## config.mk

```make
export PLATFORM = sky130hd
export DESIGN_NAME = prm_queue
export DESIGN_NICKNAME = d
export VERILOG_FILES = /design/src/rtl/core/prm_pkg.sv /design/src/rtl/core/prm_queue.sv
export SDC_FILE = /design/constraint.sdc
export NUM_CORES = 1
export LEC_CHECK = 0
export BUFFER_PORTS_ARGS = -buffer_cell sky130_fd_sc_hd__buf_4
export CAP_MARGIN = 25
export CORE_MARGIN = 3
export CORE_UTILIZATION = 45
export DETAILED_ROUTE_END_ITERATION = 10
export GPL_ROUTABILITY_DRIVEN = 0
export PLACE_DENSITY = 0.75
export SYNTH_ARGS = -nofsm -noshare
export SYNTH_HDL_FRONTEND = slang
export SYNTH_SLANG_ARGS = --single-unit
```

## constraint.sdc

```tcl
create_clock -name clk -period 4.65 [get_ports clk]
set_input_delay 0 -clock clk [delete_from_list [all_inputs] [get_ports clk]]
set_output_delay 0 -clock clk [all_outputs]
set_load 0.01 [all_outputs]
```

## src/rtl/core/prm_pkg.sv

```systemverilog
// ----------------------------------------------------------------------------
// prm_pkg
// Shared types and constants of the protocol reply matcher.
// ----------------------------------------------------------------------------
package prm_pkg;

  localparam int CMD_W = 3;
  localparam int OP_W  = 8;
  localparam int SEQ_W = 16;
  localparam int ASEQ_W = 32;
  localparam int CVAL_W = 32;
  localparam int CLS_W = 2;
  localparam int CFG_ADDR_W = 2;
  localparam int CFG_DATA_W = 64;
  localparam int EVENT_SLOTS = 35;
  localparam int ERROR_SLOTS = 18;
  localparam int EV_CODE_MAX = 34;
  localparam int ERR_CODE_MAX = 17;
  localparam int REQ_BLK_MAX = 127;

  localparam logic [CMD_W-1:0] CMD_REQUEST = 3'd0;
  localparam logic [CMD_W-1:0] CMD_REPLY   = 3'd1;
  localparam logic [CMD_W-1:0] CMD_ERROR   = 3'd2;
  localparam logic [CMD_W-1:0] CMD_EVENT   = 3'd3;
  localparam logic [CMD_W-1:0] CMD_CLEAR   = 3'd4;
  localparam logic [CMD_W-1:0] CMD_READ    = 3'd5;

  localparam logic [CLS_W-1:0] CLS_REQ = 2'd0;
  localparam logic [CLS_W-1:0] CLS_EVT = 2'd1;
  localparam logic [CLS_W-1:0] CLS_ERR = 2'd2;

  localparam logic [CFG_ADDR_W-1:0] REG_REQ_BLK_LO = 2'd0;
  localparam logic [CFG_ADDR_W-1:0] REG_REQ_BLK_HI = 2'd1;
  localparam logic [CFG_ADDR_W-1:0] REG_EVT_BLK    = 2'd2;
  localparam logic [CFG_ADDR_W-1:0] REG_CNT_EN     = 2'd3;

  typedef struct packed {
    logic [CMD_W-1:0] command;
    logic [OP_W-1:0]  opcode;
    logic [SEQ_W-1:0] reply_sequence;
    logic             from_server;
    logic             pre_ignored;
    logic [CLS_W-1:0] count_class;
  } prm_in_t;

  typedef struct packed {
    logic [ASEQ_W-1:0] assigned_sequence;
    logic [OP_W-1:0]   matched_request;
    logic              unexpected_reply;
    logic              blocked;
    logic              illegal_code;
    logic [CVAL_W-1:0] count_value;
    logic              table_full;
  } prm_out_t;

  // classified work item handed from the front to the back
  typedef struct packed {
    logic [CMD_W-1:0]  command;
    logic [OP_W-1:0]   opcode;
    logic [SEQ_W-1:0]  seq;
    logic [ASEQ_W-1:0] assigned_sequence;
    logic              blocked;
    logic              push;
    logic              cnt_en;
    logic [CLS_W-1:0]  cls;
    logic              cnt_legal;
  } prm_work_t;

  function automatic logic expects_reply(input logic [OP_W-1:0] op);
    case (op)
      8'd3, 8'd14, 8'd15, 8'd16, 8'd17, 8'd20, 8'd21, 8'd23, 8'd26, 8'd31,
      8'd38, 8'd39, 8'd40, 8'd43, 8'd44, 8'd47, 8'd48, 8'd49, 8'd50, 8'd52,
      8'd73, 8'd83, 8'd84, 8'd85, 8'd86, 8'd87, 8'd91, 8'd92, 8'd97, 8'd98,
      8'd99, 8'd101, 8'd103, 8'd106, 8'd108, 8'd110, 8'd116, 8'd117, 8'd118,
      8'd119: expects_reply = 1'b1;
      default: expects_reply = 1'b0;
    endcase
  endfunction

endpackage

```

## src/rtl/core/prm_queue.sv

```systemverilog
// ----------------------------------------------------------------------------
// prm_queue
// Two-entry queue decoupling the front end from the back end.
// ----------------------------------------------------------------------------
module prm_queue import prm_pkg::*; (
  input  logic      clk,
  input  logic      rst_n,
  input  logic      s_valid,
  output logic      s_ready,
  input  prm_work_t s_data,
  output logic      m_valid,
  input  logic      m_ready,
  output prm_work_t m_data
);

  prm_work_t   mem_r [2];
  logic        wp_r, rp_r;
  logic [1:0]  cnt_r;
  logic        push, pop;

  assign s_ready = (cnt_r != 2'd2);
  assign m_valid = (cnt_r != 2'd0);
  assign m_data  = mem_r[rp_r];
  assign push    = s_valid && s_ready;
  assign pop     = m_valid && m_ready;

  always_ff @(posedge clk) begin
    if (push) mem_r[wp_r] <= s_data;
  end

  always_ff @(posedge clk) begin
    if (!rst_n) begin
      wp_r <= 1'b0;
      rp_r <= 1'b0;
      cnt_r <= '0;
    end else begin
      if (push) wp_r <= ~wp_r;
      if (pop) rp_r <= ~rp_r;
      cnt_r <= cnt_r + {1'b0, push} - {1'b0, pop};
    end
  end

endmodule

```

==> impl_metrics.tcl, run 1 <==
set metrics [dict create \
    synth_edf_count 130 \
    fill_cells 674 \
    synth_top_area_cell "edfxtp_1" \
    slew_viol_final 0 \
    clockRootBuffer "clkbuf_16" \
    yosysMostFrequentCell "edfxtp_1" \
    first_iter_violations 69 \
    cts_buffers 17 \
    timing.final.ws_setup_ns 2.67 \
    path_class "reg2out" \
    async_flop_share 0 \
    timing.final.crit_share 0.426 \
    cts.repair.resized 0 \
    num_io_pins 136 \
    die_area_mm2 0.0127 \
    synth.area.mux_share 0.181 \
    synth_compound_area_frac 0.00146 \
    ys_ff_latch 135 \
    fp.dieW_um 113 \
    synth-simple-area-share 0.0120 \
    path_clk_slew_ns 0.05 \
    synth_top_family_by_area "multiplexers" \
    clock_path_buffers 2 \
    syn2layout_area_growth_pct 47.8 \
    hold_path.class "in2reg" \
    first_pass_iters 4 \
    regArea_mm2 0.00401 \
    slowest_delay_ns 0.74 \
    yosysTopAreaCellShare 0.761 \
    synth_adder_area_share 0.00488 \
    grt_antenna_before_repair 0 \
    setup_viol 0 \
    drc_errors 0 \
    pre_cts_slack_ns 2.80 \
    synth_ff_type "edfxtp_1" \
    worst_ep_arrival_time_ns 1.98 \
    die_h_um 113 \
    fmax_mhz 504 \
    clk_latency_ns 0.40 \
    end_kind "output pin" \
    worst-path-buf-inv 2 \
    tightestPinTransition_ns 0.899 \
    fin_util 0.690 \
    grt_setup_unrepaired "false" \
    period_minus_slack_ns 1.98 \
    synthTopCellsByCount "edfxtp_1, mux2_4, mux2_2" \
    startpoint_type "flop" \
    cts_tree "built" \
    final_hold_viol_count 0 \
    start_util 0.467 \
    synth_xor_area_frac 0.00512 \
    ys_warn_count 0 \
    power_density_mw_per_mm2 523 \
    maxCapViolations 0 \
    rows 38 \
    synth_cell_types 18 \
    num_vias 2798 \
    synthTopCellsByArea "edfxtp_1, mux2_4, mux2_2" \
    fin_nets 514 \
    place.detailed.hpwl_mm 5.60 \
    power_leakage_uw 0.00298 \
    core_area_mm2 0.0110 \
    regToRegStartpoint "cnt_r[0]" \
    routed_wl_mm 9.83 \
    vdd_drop_max_mv 0.386 \
    grt_max_degree 66 \
    min_from "m_ready" \
    yosysSeqAreaShare 0.780 \
    syn-cell-area_mm2 0.00513 \
    clkSinkCount 135 \
    finClkSkew_ns 0.00820 \
    grt_pass1_vias 3031 \
    cp.required_ns 4.65 \
    syn_nets 297 \
    via_per_inst 4.69 \
    slowest_stage "dfxtp_4" \
    synth_area_per_cell_um2 22.7 \
    cp_top_family "flip-flops" \
    grt_overflow 0 \
    crit_chain "buf_16 -> mux2_2 -> buf_4" \
    diodes 0 \
    multi_input_area_mm2 0.00106 \
    slew_headroom 0.401 \
    fin_tns_setup_ns 0 \
    status "finished clean" \
    antenna_left 0 \
    power_uw 3970 \
    postCtsSetupRepairBufs 0 \
    wire_per_inst_um 16.5 \
    path_max_fanout 34 \
    htreeDepth 4 \
    whs_ns 0.0730 \
    port_buffers 135 \
    syn_inst 226 \
    drive_gt1_frac 0.509 \
    grt_pass1_wl_mm 15.2 \
    grt_usage 0.158 \
]
## final timing paths
check | end | slack [ns] | cells past startpoint
max | m_data[1] | 2.67 | 3
min | rp_r | 0.07 | 4
max reg2reg | mem_r[0][3] | 2.79 | 4
min reg2reg | rp_r | 0.57 | 2
## where the power goes
group	switching [uW]	total (uW)	internal [uW]
sequential	93.4	1630	1530
combinational	413	1010	596
clock	446	1330	886
total	952	3970	3010
## logic make-up after synthesis
group / Yosys count
flops: 135
mux: 66
simple gates: 11
buf+inv: 8
xor+xnor: 3
fa+ha+maj: 2
compound gates: 1
## stage by stage
stage          instance area (um2)  std cells
2_1_floorplan                 5130        226
3_3_place_gp                  6270        495
5_1_grt                       7580        596
4_1_cts                       7580        596
3_5_place_dp                  6320        497
6_report                      7580        596
## worst min-delay path: stages
cell and delay, ns:
buf_4 0.08, o21a_1 0.15, xnor2_1 0.09, nor2b_1 0.11
## state kept, by name, indices dropped and copies added (netlist names), named ones only
name,count
cnt_r,2
mem_r,130
rp_r,1
wp_r,1
## per-layer routing
metal | global-route usage | vias up | share of wire
met3 | 0.0551 | 15 | 0.061
met5 | 0 | - | 0
met4 | 0.0537 | 0 | 0.016
met1 | 0.182 | 1355 | 0.39
met2 | 0.276 | 107 | 0.54
li1 | - | 1321 | -
## cell type report
cell class	count	area share
Timing Repair Buffer	205	0.229
Multi-Input combinational cell	83	0.140
Clock buffer	20	0.0576
Tap cell	140	0.0231
Sequential cell	135	0.529
Clock inverter	12	0.0208
Inverter	1	0.000495
## layout by cell type (no fill, tap or decap), drive strengths merged, types with 2 or more instances in the layout
cell / count
nor2b: 2
dfxtp: 5
xnor2: 3
mux2: 65
bufinv: 4
nand2b: 2
dlygate4sd3: 67
clkbuf: 20
clkinv: 7
nand2: 2
ha: 2
and2: 2
edfxtp: 130
buf: 138
## timing repair
action	in CTS	in global routing
hold buffers	67	0
hold endpoints to repair	135	0
setup endpoints to repair	0	0
No activity file was read; power rests on OpenSTA's default activity.
==> run 2, diff against run 1 <==
==> constraint.sdc (replaced) <==
create_clock -name clk -period 1.85 [get_ports clk]
set_input_delay 0 -clock clk [delete_from_list [all_inputs] [get_ports clk]]
set_output_delay 0 -clock clk [all_outputs]
set_load 0.01 [all_outputs]
==> impl_metrics.tcl, run 2 (synthesis results as in run 1) <==
set metrics [dict create \
    grt_max_degree 66 \
    path_clk_slew_ns 0.05 \
    end_kind "flop" \
    grt_antenna_before_repair 0 \
    die_h_um 113 \
    fin_util 0.693 \
    htreeDepth 4 \
    fp.dieW_um 113 \
    power_density_mw_per_mm2 1310 \
    power_leakage_uw 0.00298 \
    timing.final.crit_share 0.891 \
    timing.final.ws_setup_ns 0.202 \
    grt_overflow 0 \
    dp_cells 498 \
    clk_latency_ns 0.40 \
    clkSinkCount 135 \
    status "finished clean" \
    drc_errors 0 \
    grt_pass1_wl_mm 14.9 \
    final_common_cell "buf_4" \
    routed_wl_mm 9.66 \
    rows 38 \
    wire_per_inst_um 16.2 \
    path_max_fanout 4 \
    fin_tns_setup_ns 0 \
    slew_viol_final 0 \
    clockRootBuffer "clkbuf_16" \
    maxCapViolations 0 \
    startpoint_type "flop" \
    cp.required_ns 2.14 \
    grt_usage 0.155 \
    clock_path_buffers 2 \
    fmax_mhz 607 \
    largest_register_ffs 130 \
    path_class "reg2reg" \
    die_area_mm2 0.0127 \
    worst_ep_arrival_time_ns 1.94 \
    fin_nets 515 \
    setup_viol 0 \
    final_cell_mix "buf_4, edfxtp_1, dlygate4sd3_1" \
    holdPathStages 4 \
    cts_tree "built" \
    regToRegStartpoint "cnt_r[1]" \
    start_util 0.467 \
    cts.repair.resized 0 \
    timing.reg2reg.setup_slack_ns 0.20 \
    num_io_pins 136 \
    place.detailed.hpwl_mm 5.58 \
    port_buffers 135 \
    finalNonFillerCells 596 \
    first_pass_iters 4 \
    pre_cts_slack_ns 0.212 \
    hold_path.class "in2reg" \
    num_vias 2762 \
    slew_headroom 0.753 \
    cts_buffers 17 \
    syn2layout_area_growth_pct 48.4 \
    period_minus_slack_ns 1.65 \
    core_area_mm2 0.0110 \
    rr_worst_depth 7 \
    min_from "m_ready" \
    via_per_inst 4.63 \
    r2r-end "cnt_r[1]" \
    antenna_left 0 \
    final_hold_viol_count 0 \
    vdd_drop_max_mv 0.719 \
    first_iter_violations 116 \
    tightestPinTransition_ns 0.370 \
    reg_top3 "mem_r: 130 flops, cnt_r: 2 flops" \
    top_register "mem_r" \
    drive_gt1_frac 0.524 \
    diodes 0 \
    grt_pass1_vias 2954 \
    finClkSkew_ns 0.00301 \
    grt_setup_unrepaired "false" \
]
-- run 2: cell types whose count changed in the layout (fill, tap and decap cells not counted), sizes merged --
| cell | before | now |
|---|---|---|
| clkinvlp | 1 | 3 |
| buf | 138 | 139 |
| clkbuf | 20 | 17 |
| clkinv | 7 | 8 |
| bufinv | 4 | 3 |
-- run 2: final cells by class --
cell class / instances / area, um2
Multi-Input combinational cell: 83 / 1070
Timing Repair Buffer: 206 / 1760
Fill cell: 678 / 3370
Clock buffer: 17 / 425
Clock inverter: 14 / 160
Sequential cell: 135 / 4010
Inverter: 1 / 3.75
Tap cell: 140 / 175
-- run 2: per-stage QoR --
stage | cell area, um2 | power [uW] | hold slack, ns
after floorplan | 5150 | 5570 | 0.0989
after global placement | 6350 | 6580 | 0.185
after detailed placement | 6350 | 6630 | 0.188
after CTS | 7610 | 10000 | 0.0659
after global routing | 7610 | 10400 | 0.0909
final | 7610 | 9930 | 0.0794
-- run 2: timing repair --
item,CTS,global route
hold buffers,67,0
endpoints found under the hold margin,135,0
setup buffers,0,0
-- run 2: critical path: stages (launching register included) --
cell and delay (ns):
dfxtp_1 0.36, o21a_1 0.24, ha_1 0.29, inv_1 0.05, ha_1 0.18, xnor2_1 0.13
xnor2_1 0.13, and2_1 0.16
-- run 2: worst max-delay path by stage --
stage / endpoint / cells past startpoint / startpoint
2_1_floorplan: mem_r[0][0] / 3 / cnt_r[0]
3_3_place_gp: cnt_r[1] / 7 / cnt_r[1]
3_5_place_dp: cnt_r[1] / 7 / cnt_r[1]
4_1_cts: cnt_r[1] / 7 / cnt_r[1]
5_1_grt: cnt_r[1] / 7 / cnt_r[1]
6_report: cnt_r[1] / 7 / cnt_r[1]
-- run 2: power by group --
| group | internal, uW | total (uW) | switching (uW) |
|---|---|---|---|
| registers | 3850 | 3970 | 125 |
| logic | 1530 | 2680 | 1150 |
| clock network | 2090 | 3280 | 1180 |
| total | 7480 | 9930 | 2460 |
-- run 2: per-layer routing --
layer	GRT usage	vias to the layer above	wire [um]
met3	0.0540	8	605
met5	0	-	0
met2	0.273	92	5080
met1	0.178	1338	3880
met4	0.0513	0	96
li1	-	1324	-
