### src/rtl/core/prm_pkg.sv
// ----------------------------------------------------------------------------
// prm_pkg
// Shared types and constants of the protocol reply matcher.
// ----------------------------------------------------------------------------
package prm_pkg;

  localparam int CMD_W = 3;
  localparam int OP_W  = 8;
  localparam int SEQ_W = 16;
  localparam int ASEQ_W = 32;
  localparam int CVAL_W = 32;
  localparam int CLS_W = 2;
  localparam int CFG_ADDR_W = 2;
  localparam int CFG_DATA_W = 64;
  localparam int EVENT_SLOTS = 35;
  localparam int ERROR_SLOTS = 18;
  localparam int EV_CODE_MAX = 34;
  localparam int ERR_CODE_MAX = 17;
  localparam int REQ_BLK_MAX = 127;

  localparam logic [CMD_W-1:0] CMD_REQUEST = 3'd0;
  localparam logic [CMD_W-1:0] CMD_REPLY   = 3'd1;
  localparam logic [CMD_W-1:0] CMD_ERROR   = 3'd2;
  localparam logic [CMD_W-1:0] CMD_EVENT   = 3'd3;
  localparam logic [CMD_W-1:0] CMD_CLEAR   = 3'd4;
  localparam logic [CMD_W-1:0] CMD_READ    = 3'd5;

  localparam logic [CLS_W-1:0] CLS_REQ = 2'd0;
  localparam logic [CLS_W-1:0] CLS_EVT = 2'd1;
  localparam logic [CLS_W-1:0] CLS_ERR = 2'd2;

  localparam logic [CFG_ADDR_W-1:0] REG_REQ_BLK_LO = 2'd0;
  localparam logic [CFG_ADDR_W-1:0] REG_REQ_BLK_HI = 2'd1;
  localparam logic [CFG_ADDR_W-1:0] REG_EVT_BLK    = 2'd2;
  localparam logic [CFG_ADDR_W-1:0] REG_CNT_EN     = 2'd3;

  typedef struct packed {
    logic [CMD_W-1:0] command;
    logic [OP_W-1:0]  opcode;
    logic [SEQ_W-1:0] reply_sequence;
    logic             from_server;
    logic             pre_ignored;
    logic [CLS_W-1:0] count_class;
  } prm_in_t;

  typedef struct packed {
    logic [ASEQ_W-1:0] assigned_sequence;
    logic [OP_W-1:0]   matched_request;
    logic              unexpected_reply;
    logic              blocked;
    logic              illegal_code;
    logic [CVAL_W-1:0] count_value;
    logic              table_full;
  } prm_out_t;

  // classified work item handed from the front to the back
  typedef struct packed {
    logic [CMD_W-1:0]  command;
    logic [OP_W-1:0]   opcode;
    logic [SEQ_W-1:0]  seq;
    logic [ASEQ_W-1:0] assigned_sequence;
    logic              blocked;
    logic              push;
    logic              cnt_en;
    logic [CLS_W-1:0]  cls;
    logic              cnt_legal;
  } prm_work_t;

  function automatic logic expects_reply(input logic [OP_W-1:0] op);
    case (op)
      8'd3, 8'd14, 8'd15, 8'd16, 8'd17, 8'd20, 8'd21, 8'd23, 8'd26, 8'd31,
      8'd38, 8'd39, 8'd40, 8'd43, 8'd44, 8'd47, 8'd48, 8'd49, 8'd50, 8'd52,
      8'd73, 8'd83, 8'd84, 8'd85, 8'd86, 8'd87, 8'd91, 8'd92, 8'd97, 8'd98,
      8'd99, 8'd101, 8'd103, 8'd106, 8'd108, 8'd110, 8'd116, 8'd117, 8'd118,
      8'd119: expects_reply = 1'b1;
      default: expects_reply = 1'b0;
    endcase
  endfunction

endpackage

### src/rtl/core/prm_front.sv
// ----------------------------------------------------------------------------
// prm_front
// Accepts items, applies blocking, advances the sequence counter and
// classifies the item for the back end.
// ----------------------------------------------------------------------------
module prm_front import prm_pkg::*; #(
  parameter int MAX_REQUEST_CODE = 255
) (
  input  logic            clk,
  input  logic            rst_n,
  input  logic            in_valid,
  output logic            in_ready,
  input  prm_in_t         in_data,
  input  logic [63:0]     blk_lo,
  input  logic [63:0]     blk_hi,
  input  logic [34:0]     evt_blk,
  input  logic [2:0]      cnt_en,
  output logic            wq_valid,
  input  logic            wq_ready,
  output prm_work_t       wq_data
);

  logic [ASEQ_W-1:0] seq_r, seq_nxt;
  logic              blk;
  logic [6:0]        ev;
  logic              xfer;
  prm_work_t         w;

  assign in_ready = wq_ready;
  assign wq_valid = in_valid;
  assign xfer     = in_valid && wq_ready;
  assign ev       = in_data.opcode[6:0];

  always_comb begin
    blk = 1'b0;
    w = '0;
    w.command = in_data.command;
    w.opcode  = in_data.opcode;
    w.seq     = in_data.reply_sequence;
    w.cls     = in_data.count_class;
    case (in_data.command)
      CMD_REQUEST: begin
        blk = in_data.pre_ignored;
        if (in_data.opcode != '0 && !in_data.opcode[7] && in_data.opcode[6:0] < 7'd64 &&
            blk_lo[in_data.opcode[5:0]])
          blk = 1'b1;
        if (!in_data.opcode[7] && in_data.opcode[6] && blk_hi[in_data.opcode[5:0]])
          blk = 1'b1;
        w.cnt_en    = cnt_en[0];
        w.cnt_legal = (32'(in_data.opcode) <= 32'(MAX_REQUEST_CODE));
        w.push      = !blk && expects_reply(in_data.opcode);
        w.cls       = CLS_REQ;
      end
      CMD_ERROR: begin
        w.cnt_en    = cnt_en[2];
        w.cnt_legal = (in_data.opcode <= OP_W'(ERR_CODE_MAX));
        w.cls       = CLS_ERR;
      end
      CMD_EVENT: begin
        w.opcode = {1'b0, ev};
        if (in_data.from_server) begin
          w.cnt_en    = cnt_en[1];
          w.cnt_legal = (ev <= 7'(EV_CODE_MAX));
          if (ev >= 7'd2 && ev <= 7'(EV_CODE_MAX) && evt_blk[6'(ev)])
            blk = 1'b1;
        end
        w.cls = CLS_EVT;
      end
      default: ;
    endcase
    w.blocked = blk;
    seq_nxt = seq_r;
    if (in_data.command == CMD_REQUEST && !blk)
      seq_nxt = seq_r + 1'b1;
    w.assigned_sequence = seq_nxt;
  end

  assign wq_data = w;

  always_ff @(posedge clk) begin
    if (!rst_n) begin
      seq_r <= '0;
    end else if (xfer) begin
      seq_r <= seq_nxt;
    end
  end

endmodule

### config.mk
export PLATFORM = sky130hd
export DESIGN_NAME = prm_front
export DESIGN_NICKNAME = d
export VERILOG_FILES = /design/src/rtl/core/prm_pkg.sv /design/src/rtl/core/prm_front.sv
export SDC_FILE = /design/constraint.sdc
export NUM_CORES = 1
export LEC_CHECK = 0
export ABC_AREA = 1
export BUFFER_PORTS_ARGS = -buffer_cell sky130_fd_sc_hd__buf_4
export CORE_MARGIN = 1
export CORE_UTILIZATION = 39
export CTS_CLUSTER_SIZE = 10
export DETAILED_ROUTE_END_ITERATION = 16
export PLACE_DENSITY_LB_ADDON = 0.12
export SETUP_SLACK_MARGIN = 0.02
export SYNTH_ARGS = -nofsm -noshare
export SYNTH_HDL_FRONTEND = slang
export SYNTH_SLANG_ARGS = --single-unit
### constraint.sdc
create_clock -name clk -period 3.05 [get_ports clk]
set_input_delay 0.1525 -clock clk [delete_from_list [all_inputs] [get_ports clk]]
set_output_delay 0.1525 -clock clk [all_outputs]
set_load 0.05 [all_outputs]
==> results.sh, run 1 <==
export IMPL_cts_hold_buf=0
export IMPL_maxCapViolCount=0
export IMPL_hold_violations=0
export IMPL_worst_skew_pair_late_latency_ns=0.29
export IMPL_worst_hold_path_type="primary input to output port"
export IMPL_yosysSeqAreaShare_pct=12.7
export IMPL_ir_drop_uv=207
export IMPL_ctsResizeCount=0
export IMPL_io_buffers=235
export IMPL_ys_types=33
export IMPL_slew_headroom_pct=24.4
export IMPL_async_reset_ff_share_pct=0
export IMPL_path_class="primary input to output port"
export IMPL_synth_main_ff_cell="dfxtp_1"
export IMPL_grt_pass1_vias=5960
export IMPL_synth_simple_area_share_pct=49.3
export IMPL_ios=268
export IMPL_synthesis_area_sq_um=5050
export IMPL_final_cells=1331
export IMPL_outcome="completed"
export IMPL_fin_crit_ns=2.68
export IMPL_arrival_ns=2.53
export IMPL_wl_um=20500
export IMPL_synth_fa_ha_area_share_pct=1.98
export IMPL_htree_num_levels=2
export IMPL_drtPass1Iterations=6
export IMPL_die_h_um=116
export IMPL_antenna_cells=0
export IMPL_synth_top_family_by_area="simple AND/OR/NAND/NOR gates"
export IMPL_cts_tree="built"
export IMPL_syn_instance_count=982
export IMPL_antenna_found_initial=0
export IMPL_grt_max_degree=82
export IMPL_num_vias=6772
export IMPL_start_util_pct=40.0
export IMPL_largestRegisters="seq_r (32)"
export IMPL_fmax_mhz=373
export IMPL_antenna_left=0
export IMPL_synth_avg_cell_area_sq_um=5.14
export IMPL_r2r_cells=10
export IMPL_syn_to_final_growth_pct=36.9
export IMPL_core_sq_um=12600
export IMPL_clock_path_buffers=2
export IMPL_gp_congestion=0.956
export IMPL_nets=1367
export IMPL_drt_iter0_markers=580
export IMPL_gr_total_overflow=0
export IMPL_largest_reg_flops=32
export IMPL_grt_first_pass_wirelength_um=31000
export IMPL_synth_area_mux_share_pct=0
export IMPL_die_area_sq_um=13400
export IMPL_cts_root_buf="clkbuf_16"
export IMPL_crit_required_ns=2.90
export IMPL_end_kind="output port"
export IMPL_drive_above_1_share_pct=23.4
export IMPL_period_share_pct=87.9
export IMPL_num_rows=41
export IMPL_finClkSkew_ns=0.00728
export IMPL_dp_cells=1323
export IMPL_setup_viol=0
export IMPL_crit_path_start_kind="primary input"
export IMPL_ys_seq_elements=32
export IMPL_die_w_um=116
export IMPL_numCtsBuffers=5
export IMPL_power_density_nw_per_um2=283
export IMPL_post_drt_wl_per_cell_um=15.4
export IMPL_regMostFlops="seq_r"
export IMPL_worstPathMaxFanout=18
export IMPL_min_path_cells=0
export IMPL_grt_usage_pct=29.7
export IMPL_mappedNetlistNets=1191
export IMPL_slew_viol_final=0
export IMPL_fill_cells=1416
export IMPL_cts_sink_count=32
export IMPL_dpl_hpwl_um=15900
export IMPL_synth_edf_count=0
export IMPL_cellLeakagePower_nw=3.79
export IMPL_drc=0
export IMPL_rsz0062_at_grt="false"
export IMPL_synthXorXnorAreaFrac_pct=5.20
export IMPL_post_drt_via_cell_ratio=5.09
export IMPL_synth_compound_area_share_pct=12.0
export IMPL_post_cts_setup_buffers=0
export IMPL_ys_warn_count=0
export IMPL_setup_tns_final_ns=0
export IMPL_worstMarginPinSlew_ns=1.13
[cell usage after synthesis, types with 8 or more instances]
cell      number  area share, %
inv_1        127            9.4
nor3_1        27            2.7
nor4_1         8           0.99
ha_1           8            2.0
buf_4         33            4.9
nor2_1       152             11
nand3_1       76            7.5
dfxtp_1       32             13
o21ai_0       56            5.5
a21oi_1       35            3.5
clkbuf_1      24            1.8
nand4_1       37            4.6
buf_2         25            2.5
xor2_1        30            5.2
nand2_1      277             21
[worst max-delay path, stage by stage]
cell     delay [ns]
buf_4          0.15
inv_2          0.10
nand2_2        0.32
nor2_1         0.09
o21ai_1        0.20
nand3_1        0.14
nand2_1        0.07
nand2_1        0.04
inv_1          0.04
nand2_1        0.04
nand2_1        0.05
nand2_1        0.08
nand2_2        0.08
nand3_2        0.32
buf_12         0.29
nand2_1        0.08
nand2_1        0.07
buf_4          0.19
[layout make-up]
class	instances	area, sq um	share of cell area, %
timing repair buffer	251	1950	28.1
inverter	130	488	7.05
clock buffer	6	129	1.86
sequential	32	641	9.26
clock inverter	2	35.0	0.506
multi-input combinational	738	3460	50.1
tap	172	215	3.11
[metrics by stage]
stage               hold slack, ns  setup slack [ns]  cell area, sq um  util [%]  power [mW]
global route                 0.305             0.101              6920      54.8        2.07
floorplan                    0.413             0.398              5050         -        1.08
global placement             0.305             0.423              6750      53.5        1.38
CTS                          0.305             0.359              6920      54.8        1.96
detailed placement           0.305             0.379              6750      53.5        1.38
finish                       0.305             0.368              6920      54.8        1.96
[worst paths after layout]
kind | start | endpoint | slack [ns]
max | in_data[22] | wq_data[21] | 0.37
min reg2reg | seq_r[31] | seq_r[31] | 0.56
min | in_data[17] | wq_data[51] | 0.31
max reg2reg | seq_r[1] | seq_r[16] | 0.89
[placed cells by master (no fill, tap or decap), types with 7 or more instances in the layout]
cell,netlist,final
ha_1,8,8
nor2_1,152,151
buf_4,33,246
a21oi_1,35,35
nor4_1,8,8
nand2_1,277,277
inv_1,127,127
o21ai_0,56,56
nor3_1,27,27
xor2_1,30,30
dfxtp_1,32,32
nand4_1,37,37
o211ai_1,7,7
nand3_1,76,76
[report_power, final]
part | total, mW | leakage, nW | internal [mW] | switching (mW)
Sequential | 0.480 | 0.263 | 0.446 | 0.0346
Combinational | 0.893 | 3.45 | 0.362 | 0.531
Clock | 0.582 | 0.0808 | 0.384 | 0.198
Total | 1.96 | 3.79 | 1.19 | 0.763
[cell families (layout without fill, tap and decap cells)]
family	count (synthesis)	after routing
adders and majority gates	8	8
buffers and inverters	212	389
xor gates and xnor gates	30	30
and+or+nand+nor	589	589
AOI/OAI and AO/OA	111	111
DFF	32	32
[per-layer routing]
| metal | up-vias | share of wire [%] | GRT usage [%] |
|---|---|---|---|
| li1 | 3443 | - | - |
| met1 | 2996 | 45 | 40.8 |
| met2 | 289 | 44 | 46.7 |
| met3 | 44 | 8.8 | 6.17 |
| met4 | 0 | 2.3 | 8.55 |
| met5 | - | 0 | 0 |
No activity file was read; power rests on OpenSTA's default activity.
==> run 2: changes to the inputs <==
--- a/config.mk
+++ b/config.mk
@@ -5,7 +5,6 @@
 export SDC_FILE = /design/constraint.sdc
 export NUM_CORES = 1
 export LEC_CHECK = 0
-export ABC_AREA = 1
 export BUFFER_PORTS_ARGS = -buffer_cell sky130_fd_sc_hd__buf_4
 export CORE_MARGIN = 1
 export CORE_UTILIZATION = 39
==> results.sh, run 2 <==
export IMPL_gr_total_overflow=0
export IMPL_numCtsBuffers=5
export IMPL_netlist_top_cells_count="nand2_1 (75), a21oi_1 (41), mux2i_1 (38), nor2_1 (38), buf_4 (33)"
export IMPL_end_kind="output port"
export IMPL_cpMaxStageDelayCell="or4_4"
export IMPL_power_density_nw_per_um2=225
export IMPL_design_power_total_mw=1.57
export IMPL_clk_pin_slew_ns=0.05
export IMPL_num_vias=5216
export IMPL_worst_skew_pair_late_latency_ns=0.28
export IMPL_ys_types=62
export IMPL_internal_power_mw=1.12
export IMPL_busiest_layer="met2"
export IMPL_arrival_ns=2.80
export IMPL_slew_viol_final=0
export IMPL_crit_path_frequent_cell="nand3_2"
export IMPL_cts_tree="built"
export IMPL_use_met3_pct=3.07
export IMPL_cellLeakagePower_nw=3.12
export IMPL_wl_um=15400
export IMPL_final_cell_mix="buf_4 (283), nand2_1 (74), a21oi_1 (41)"
export IMPL_hold_violations=0
export IMPL_syn_instance_count=574
export IMPL_post_drt_wl_per_cell_um=16.3
export IMPL_num_rows=38
export IMPL_setup_viol=0
export IMPL_p_sw_uw=451
export IMPL_fmax_mhz=339
export IMPL_ir_drop_uv=244
export IMPL_htree_num_levels=2
export IMPL_grt_pass1_vias=5036
export IMPL_worstMarginPinSlew_ns=0.808
export IMPL_grt_max_degree=36
export IMPL_io_buffers=235
export IMPL_maxCapViolCount=0
export IMPL_drtPass1Iterations=5
export IMPL_fin_crit_ns=2.95
export IMPL_gp_congestion=0.929
export IMPL_drt_iter0_markers=224
export IMPL_die_h_um=108
export IMPL_clock_path_buffers=2
export IMPL_async_reset_ff_share_pct=0
export IMPL_outcome="completed"
export IMPL_grtUsageMet1_pct=29.4
export IMPL_worstPathMaxFanout=7
export IMPL_cts_root_buf="clkbuf_16"
export IMPL_core_sq_um=10900
export IMPL_path_class="flip-flop to output port"
export IMPL_antenna_found_initial=0
export IMPL_yosysTopAreaCellShare_pct=14.5
export IMPL_largest_reg_flops=32
export IMPL_sw_frac_of_total_pct=28.7
export IMPL_drive_above_1_share_pct=48.9
export IMPL_crit_chain="nand3_2 -> or4_4 -> nor4_4 -> nand4_4 -> nor2_4 -> nand3_2 -> or3_2 -> nand3_2 -> buf_8"
export IMPL_ios=268
export IMPL_rsz0062_at_grt="true"
export IMPL_comb_power_share_pct=37.2
export IMPL_slew_headroom_pct=45.8
export IMPL_grt_first_pass_wirelength_um=23800
export IMPL_cts_sink_count=32
export IMPL_grt_util_met2_pct=48.3
export IMPL_period_share_pct=96.7
export IMPL_die_area_sq_um=11800
export IMPL_synth_most_common_cell="nand2_1"
export IMPL_seqPwrFrac_pct=26.5
export IMPL_nets=1010
export IMPL_drc=0
export IMPL_worst_hold_path_type="primary input to flip-flop"
export IMPL_antenna_cells=0
export IMPL_clockPowerShare_pct=36.3
export IMPL_largestRegisters="seq_r (32)"
export IMPL_yosysSeqAreaShare_pct=14.5
export IMPL_syn_to_final_growth_pct=58.1
export IMPL_grt_usage_pct=25.5
export IMPL_synth_top_area_cell="dfxtp_1"
export IMPL_mappedNetlistNets=783
export IMPL_post_drt_via_cell_ratio=5.54
export IMPL_die_w_um=108
export IMPL_dpl_hpwl_um=12400
export IMPL_ys_warn_count=0
export IMPL_whs_ns=0.216
export IMPL_crit_required_ns=2.90
export IMPL_crit_path_start_kind="flip-flop"
export IMPL_synthTopCellsByArea="dfxtp_1 (14%), mux4_2 (13%), mux2i_1 (8.6%)"
export IMPL_ys_seq_elements=32
export IMPL_antenna_left=0
export IMPL_finClkSkew_ns=0.00528
export IMPL_synthesis_area_sq_um=4420
export IMPL_layout_commonest_cell="buf_4"
export IMPL_synth_main_ff_cell="dfxtp_1"
export IMPL_synth_edf_count=0
export IMPL_regMostFlops="seq_r"
export IMPL_start_util_pct=40.4
export IMPL_synth_avg_cell_area_sq_um=7.71
export IMPL_slowest_delay_ns=0.57
[run 2: stage by stage]
step | cell area [sq um] | setup TNS (ns) | worst slack [ns] | cells | util, %
after floorplan | 4760 | -0.0599 | -0.0599 | 574 | -
after global placement | 6590 | 0 | 0.0415 | 919 | 60.2
after detailed placement | 6590 | -0.0239 | -0.00843 | 919 | 60.2
after CTS | 6790 | -0.0220 | -0.0101 | 929 | 62.1
after global routing | 6990 | 0 | 0.00836 | 942 | 63.9
final | 6990 | 0 | 0.101 | 942 | 63.9
[run 2: critical path, delay by kind of cell, from the launching register on]
| family | cells | cell delay, ns |
|---|---|---|
| DFF | 1 | 0.38 |
| and+or+nand+nor | 8 | 2.01 |
| buffers and inverters | 1 | 0.14 |
[run 2: path summary, 6_finish.rpt]
check / start / end / slack (ns) / cells past startpoint
hold reg to reg: seq_r[21] / seq_r[21] / 0.49 / 2
hold / removal: rst_n / seq_r[1] / 0.22 / 3
setup / recovery: seq_r[13] / wq_data[37] / 0.10 / 9
setup reg to reg: seq_r[13] / seq_r[31] / 0.35 / 9
[run 2: power groups by stage]
| stage | registers [mW] | logic (mW) | clock network (mW) |
|---|---|---|---|
| after detailed placement | 0.427 | 0.571 | 0 |
| after global routing | 0.416 | 0.628 | 0.593 |
| final | 0.417 | 0.585 | 0.570 |
| after floorplan | 0.428 | 0.368 | 0 |
| after global placement | 0.427 | 0.565 | 0 |
| after CTS | 0.417 | 0.572 | 0.580 |
[run 2: layout make-up]
| type | instances | area, sq um |
|---|---|---|
| Fill cell | 936 | 3940 |
| Timing Repair Buffer | 292 | 2290 |
| Tap cell | 140 | 175 |
| Clock buffer | 6 | 129 |
| Multi-Input combinational cell | 460 | 3670 |
| Clock inverter | 2 | 35.0 |
| Sequential cell | 32 | 654 |
| Inverter | 10 | 42.5 |
[run 2: kinds of logic after synthesis]
kind of cell,synth area share [%]
compound gates,16.7
xor+xnor,3.37
fa+ha+maj,2.26
buf+inv,10.6
flops,14.5
mux,22.3
simple gates,30.2
[run 2: layer usage]
metal | up-vias | share of wire [%]
met3 | 28 | 4.1
met5 | - | 0
met4 | 0 | 2.5
met2 | 177 | 54
li1 | 2556 | -
met1 | 2455 | 40
[run 2: what timing repair did]
item | 4_1_cts | 5_1_grt
hold buffers | 0 | 0
endpoints found under the setup margin | 9 | 23
pin swaps | 3 | 9
gates cloned | 0 | 1
buffers inserted | 2 | 12
gates resized for setup | 8 | 20
